<file path="config.mk">
export PLATFORM = sky130hd
export DESIGN_NAME = frcs_alu
export DESIGN_NICKNAME = d
export VERILOG_FILES = /design/src/rtl/four_register_cpu_step_unit_macros.svh /design/src/rtl/frcs_pkg.sv /design/src/rtl/frcs_alu.sv
export SDC_FILE = /design/constraint.sdc
export NUM_CORES = 1
export LEC_CHECK = 0
export BUFFER_PORTS_ARGS = -buffer_cell sky130_fd_sc_hd__buf_2
export CORE_MARGIN = 5
export CORE_UTILIZATION = 29
export DETAILED_ROUTE_END_ITERATION = 12
export PLACE_DENSITY = 0.44
export SETUP_SLACK_MARGIN = 0.5
export SYNTH_ARGS = -nofsm -noshare
export SYNTH_HDL_FRONTEND = slang
export SYNTH_SLANG_ARGS = --single-unit
</file>
<file path="constraint.sdc">
create_clock -name vclk -period 6.5
set_input_delay 1.3 -clock vclk [all_inputs]
set_output_delay 1.3 -clock vclk [all_outputs]
set_load 0.03 [all_outputs]
</file>
<file path="src/rtl/four_register_cpu_step_unit_macros.svh">
// ----------------------------------------------------------------------------
// Assertion macros for the CPU step unit
// Checks are sampled on i_clk; FRCS_CHECK is switched off while reset is applied, FRCS_CHECK_ALWAYS is not.
// ----------------------------------------------------------------------------
`ifndef FOUR_REGISTER_CPU_STEP_UNIT_MACROS_SVH
`define FOUR_REGISTER_CPU_STEP_UNIT_MACROS_SVH

// Check a property while reset is released.
`define FRCS_CHECK(lbl, prop, msg) \
    lbl: assert property (@(posedge i_clk) disable iff (!i_rst_n) prop) else $error(msg);

// Check a property on every clock edge, reset included.
`define FRCS_CHECK_ALWAYS(lbl, prop, msg) \
    lbl: assert property (@(posedge i_clk) prop) else $error(msg);

`endif

</file>
<file path="src/rtl/frcs_pkg.sv">
// ----------------------------------------------------------------------------
// frcs_pkg
// Opcodes, ALU operation codes and decode helpers for the CPU step unit.
// ----------------------------------------------------------------------------
`timescale 1ns / 1ps
`default_nettype none

package frcs_pkg;

    localparam int unsigned MEM_WORDS = 256;
    localparam int unsigned ADDR_W    = 8;
    localparam int unsigned WORD_W    = 32;
    localparam int unsigned SP_W      = 9;
    localparam int unsigned COST_W    = 5;

    localparam logic [4:0] OP_LD   = 5'd0;
    localparam logic [4:0] OP_ST   = 5'd1;
    localparam logic [4:0] OP_ADD  = 5'd2;
    localparam logic [4:0] OP_ADC  = 5'd3;
    localparam logic [4:0] OP_SUB  = 5'd4;
    localparam logic [4:0] OP_SBC  = 5'd5;
    localparam logic [4:0] OP_AND  = 5'd6;
    localparam logic [4:0] OP_XOR  = 5'd7;
    localparam logic [4:0] OP_NOT  = 5'd8;
    localparam logic [4:0] OP_SHL  = 5'd9;
    localparam logic [4:0] OP_ASR  = 5'd11;
    localparam logic [4:0] OP_CMP  = 5'd13;
    localparam logic [4:0] OP_GST  = 5'd14;
    localparam logic [4:0] OP_PST  = 5'd15;
    localparam logic [4:0] OP_JMP  = 5'd16;
    localparam logic [4:0] OP_JLT  = 5'd17;
    localparam logic [4:0] OP_JEQ  = 5'd18;
    localparam logic [4:0] OP_JGT  = 5'd19;
    localparam logic [4:0] OP_CALL = 5'd20;
    localparam logic [4:0] OP_RET  = 5'd21;
    localparam logic [4:0] OP_RD   = 5'd22;
    localparam logic [4:0] OP_WR   = 5'd23;
    localparam logic [4:0] OP_HALT = 5'd24;
    localparam logic [4:0] OP_NOP  = 5'd25;

    localparam logic [COST_W-1:0] COST_ONE  = 5'd1;
    localparam logic [COST_W-1:0] COST_MEM  = 5'd4;
    localparam logic [COST_W-1:0] COST_IO   = 5'd28;
    localparam logic [COST_W-1:0] COST_NONE = 5'd0;

    typedef enum logic [3:0] {
        ALU_ADD, ALU_ADC, ALU_SUB, ALU_SBC, ALU_AND,
        ALU_XOR, ALU_NOT, ALU_SHL, ALU_ASR
    } t_alu_op;

    typedef struct packed {
        logic lt;
        logic eq;
        logic gt;
    } t_cmp_flags;

    function automatic logic op_known(input logic [4:0] op);
        op_known = (op <= OP_SHL) || (op == OP_ASR) || ((op >= OP_CMP) && (op <= OP_NOP));
    endfunction

    function automatic logic [COST_W-1:0] op_cost(input logic [4:0] op, input logic imm);
        unique case (op)
            OP_LD:                  op_cost = imm ? COST_ONE : COST_MEM;
            OP_ST, OP_CALL, OP_RET: op_cost = COST_MEM;
            OP_RD, OP_WR:           op_cost = COST_IO;
            OP_NOP:                 op_cost = COST_NONE;
            default:                op_cost = COST_ONE;
        endcase
    endfunction

    function automatic t_alu_op alu_sel(input logic [4:0] op);
        unique case (op)
            OP_ADC:  alu_sel = ALU_ADC;
            OP_SUB:  alu_sel = ALU_SUB;
            OP_SBC:  alu_sel = ALU_SBC;
            OP_AND:  alu_sel = ALU_AND;
            OP_XOR:  alu_sel = ALU_XOR;
            OP_NOT:  alu_sel = ALU_NOT;
            OP_SHL:  alu_sel = ALU_SHL;
            OP_ASR:  alu_sel = ALU_ASR;
            default: alu_sel = ALU_ADD;
        endcase
    endfunction

endpackage

`default_nettype wire

</file>
<file path="src/rtl/frcs_alu.sv">
// ----------------------------------------------------------------------------
// frcs_alu
// Shared arithmetic, logic, shift and signed compare unit.
// ----------------------------------------------------------------------------
`timescale 1ns / 1ps
`default_nettype none

module frcs_alu
    import frcs_pkg::*;
(
    input  wire t_alu_op           i_op,
    input  wire logic [WORD_W-1:0] i_a,
    input  wire logic [WORD_W-1:0] i_b,
    input  wire logic              i_carry,
    output      logic [WORD_W-1:0] o_y,
    output      t_cmp_flags        o_cmp
);

    logic [WORD_W-1:0] carry_ext;

    assign carry_ext = {{(WORD_W-1){1'b0}}, i_carry};

    always_comb begin
        unique case (i_op)
            ALU_ADD: o_y = i_a + i_b;
            ALU_ADC: o_y = i_a + i_b + carry_ext;
            ALU_SUB: o_y = i_a - i_b;
            ALU_SBC: o_y = i_a - i_b - carry_ext;
            ALU_AND: o_y = i_a & i_b;
            ALU_XOR: o_y = i_a ^ i_b;
            ALU_NOT: o_y = ~i_a;
            ALU_SHL: o_y = {i_a[WORD_W-2:0], 1'b0};
            ALU_ASR: o_y = {i_a[WORD_W-1], i_a[WORD_W-1:1]};
            default: o_y = i_a;
        endcase
    end

    // Signed compare of a against b
    assign o_cmp.lt = $signed(i_a) < $signed(i_b);
    assign o_cmp.eq = i_a == i_b;
    assign o_cmp.gt = $signed(i_a) > $signed(i_b);

endmodule

`default_nettype wire

</file>
==> metrics.cfg <==
[global_route]
first_global_vias=9720
antenna_found_initial=1
gr-total-overflow=0
grt_pass1_wl_um=57200
grt_max_degree=33
grt_use_total_pct=24.70

[setup_path]
crit_arrival_ns=5.03
worstSetupEndpointType=primary output
critical_path_class=in2out
startpoint_type=input port
critPathMaxFanout=3
required_ns=5.20

[synth]
netlist.area_leader.share_pct=11.38
syn_area_mm2=0.007476
synth_fp_nets=1333
ys_types=85
synth_top_cell_by_area=ha_1
synthTopCellsByArea=ha_1 11%, xnor2_1 8.3%, nor2_1 7.4%
ys_seq_area_share_pct=0
synth.avg_cell_area_um2=6.261
syn-instance-count=1194
yosys_warnings=0

[routing]
first_pass_iters=5
drc=0
wl_per_cell_um=21.70
wl_um=38200
ant_nets=0
viasPerCell=5.903
vias=10390
drt-initial-drc-count=979

[pwr]
powerDensity_mw_per_mm2=120.2
power.leakage_uw=0.004393
irDropWorstVdd_uv=45.90

[place]
pre_cts_ws_ns=-0.09332
portBuffers=104
dp_hpwl_um=30450
place.gp.congestion=0.9404
dp_cells=1708

[floorplan]
rows=58
die_area_mm2=0.02909
fp.dieW_um=170.6
core_area_mm2=0.02525
boundaryPins=104
dieHeight_um=170.6
start_util_pct=29.60

[cells_and_area]
antenna_cells=0
synthToLayoutAreaGrowth_pct=44.70
multi_input_area_mm2=0.007860
fin_cells=1760
fillerInstances=2726
nets=1571
final_common_cell=buf_4
clkbuf_count=0
layout_common_cells=190 x buf_4, 138 x nor2_1, 109 x nand2_1, 93 x o21ai_0, 87 x a21oi_1
regArea_um2=0
seq_cells=0
fin_util_pct=42.84
layout-drive-gt1-share_pct=33.85

[flow_run]
cap_viol_max_count=0

[sta]
slew_violations=0
fmax_mhz=158.0
rsz0062_at_grt=yes
slew_headroom_pct=47.95
setup_viol=0
hold_viol_final=0
min_period_ns=6.331
fin_ws_ns=0.1692
worst_slew_pin_slew_ns=0.7788
post-route-period-util_pct=97.40

[status]
outcome=completed

[worst_hold_path]
hold_path.class=in2out

## cell families after synthesis
| family | after synthesis | share of synthesized area (%) |
|---|---|---|
| and+or+nand+nor | 463 | 30.36 |
| buffers and inverters | 142 | 8.569 |
| xor gates and xnor gates | 89 | 10.43 |
| muxes | 9 | 1.255 |
| adders and majority gates | 70 | 11.92 |
| AOI/OAI and AO/OA | 421 | 37.47 |
## worst paths after layout
path / to / from / depth (start not counted) / slack (ns)
setup / recovery: o_y[27] / i_b[1] / 17 / 0.17
hold / removal: o_y[5] / i_a[5] / 4 / 3.01
## layout make-up
cell class	instances	area share, %
multi-input combinational	1052	72.66
timing repair buffer	303	20.88
tap	330	3.817
inverter	75	2.649
## synth_stat cells (16+ instances only)
library cell,instances
nand4_1,16
nor4_1,20
nor2_1,147
clkbuf_1,50
or3_1,16
a21oi_1,102
xnor2_1,71
o31ai_1,17
ha_1,68
inv_1,72
o211ai_1,25
xor2_1,18
nor3_1,38
a221oi_1,19
nand2_1,111
nand3_1,38
o21ai_0,101
a31oi_1,18
a211oi_1,23
## stage by stage
step	area [um^2]	hold WS, ns	total power, uW	setup TNS, ns
4_1_cts	10200	3.021	1197	0
5_1_grt	10820	3.032	1382	0
3_5_place_dp	9382	3.047	1091	-0.09332
3_3_place_gp	9382	3.039	1094	-0.2058
2_1_floorplan	7624	2.780	685.1	0
6_report	10820	3.009	1300	0
## critical path, stage by stage
cell and delay, ns:
buf_8 0.10, inv_4 0.05, ha_4 0.19, nand2b_4 0.15
a2111o_1 0.46, buf_6 0.17, a211oi_4 0.28, nor2_2 0.09
xnor2_2 0.15, or3_4 0.38, or4_4 0.53, nor4b_4 0.32
buf_4 0.17, a21oi_2 0.04, a31o_1 0.19, o32a_4 0.31
buf_6 0.14
## routing by layer
layer	vias to the layer above	global-route usage, %	routed length [um]
met5	-	0	7
met3	64	2.495	2715
met1	4994	35.93	17410
met2	451	39.55	17130
met4	2	5.313	932
li1	4878	-	-
## power breakdown
group | total, uW | internal (uW) | switching (uW)
sequential | 0 | 0 | 0
clock | 0 | 0 | 0
combinational | 1300 | 539 | 762
## repair_timing
item	CTS	global route
endpoints found under the setup margin	20	20
setup buffers	23	29
cloned	0	0
resized for setup	137	89
pin swaps	65	48
hold buffers	0	0
Note: power is estimated with default switching activity, not from simulation.
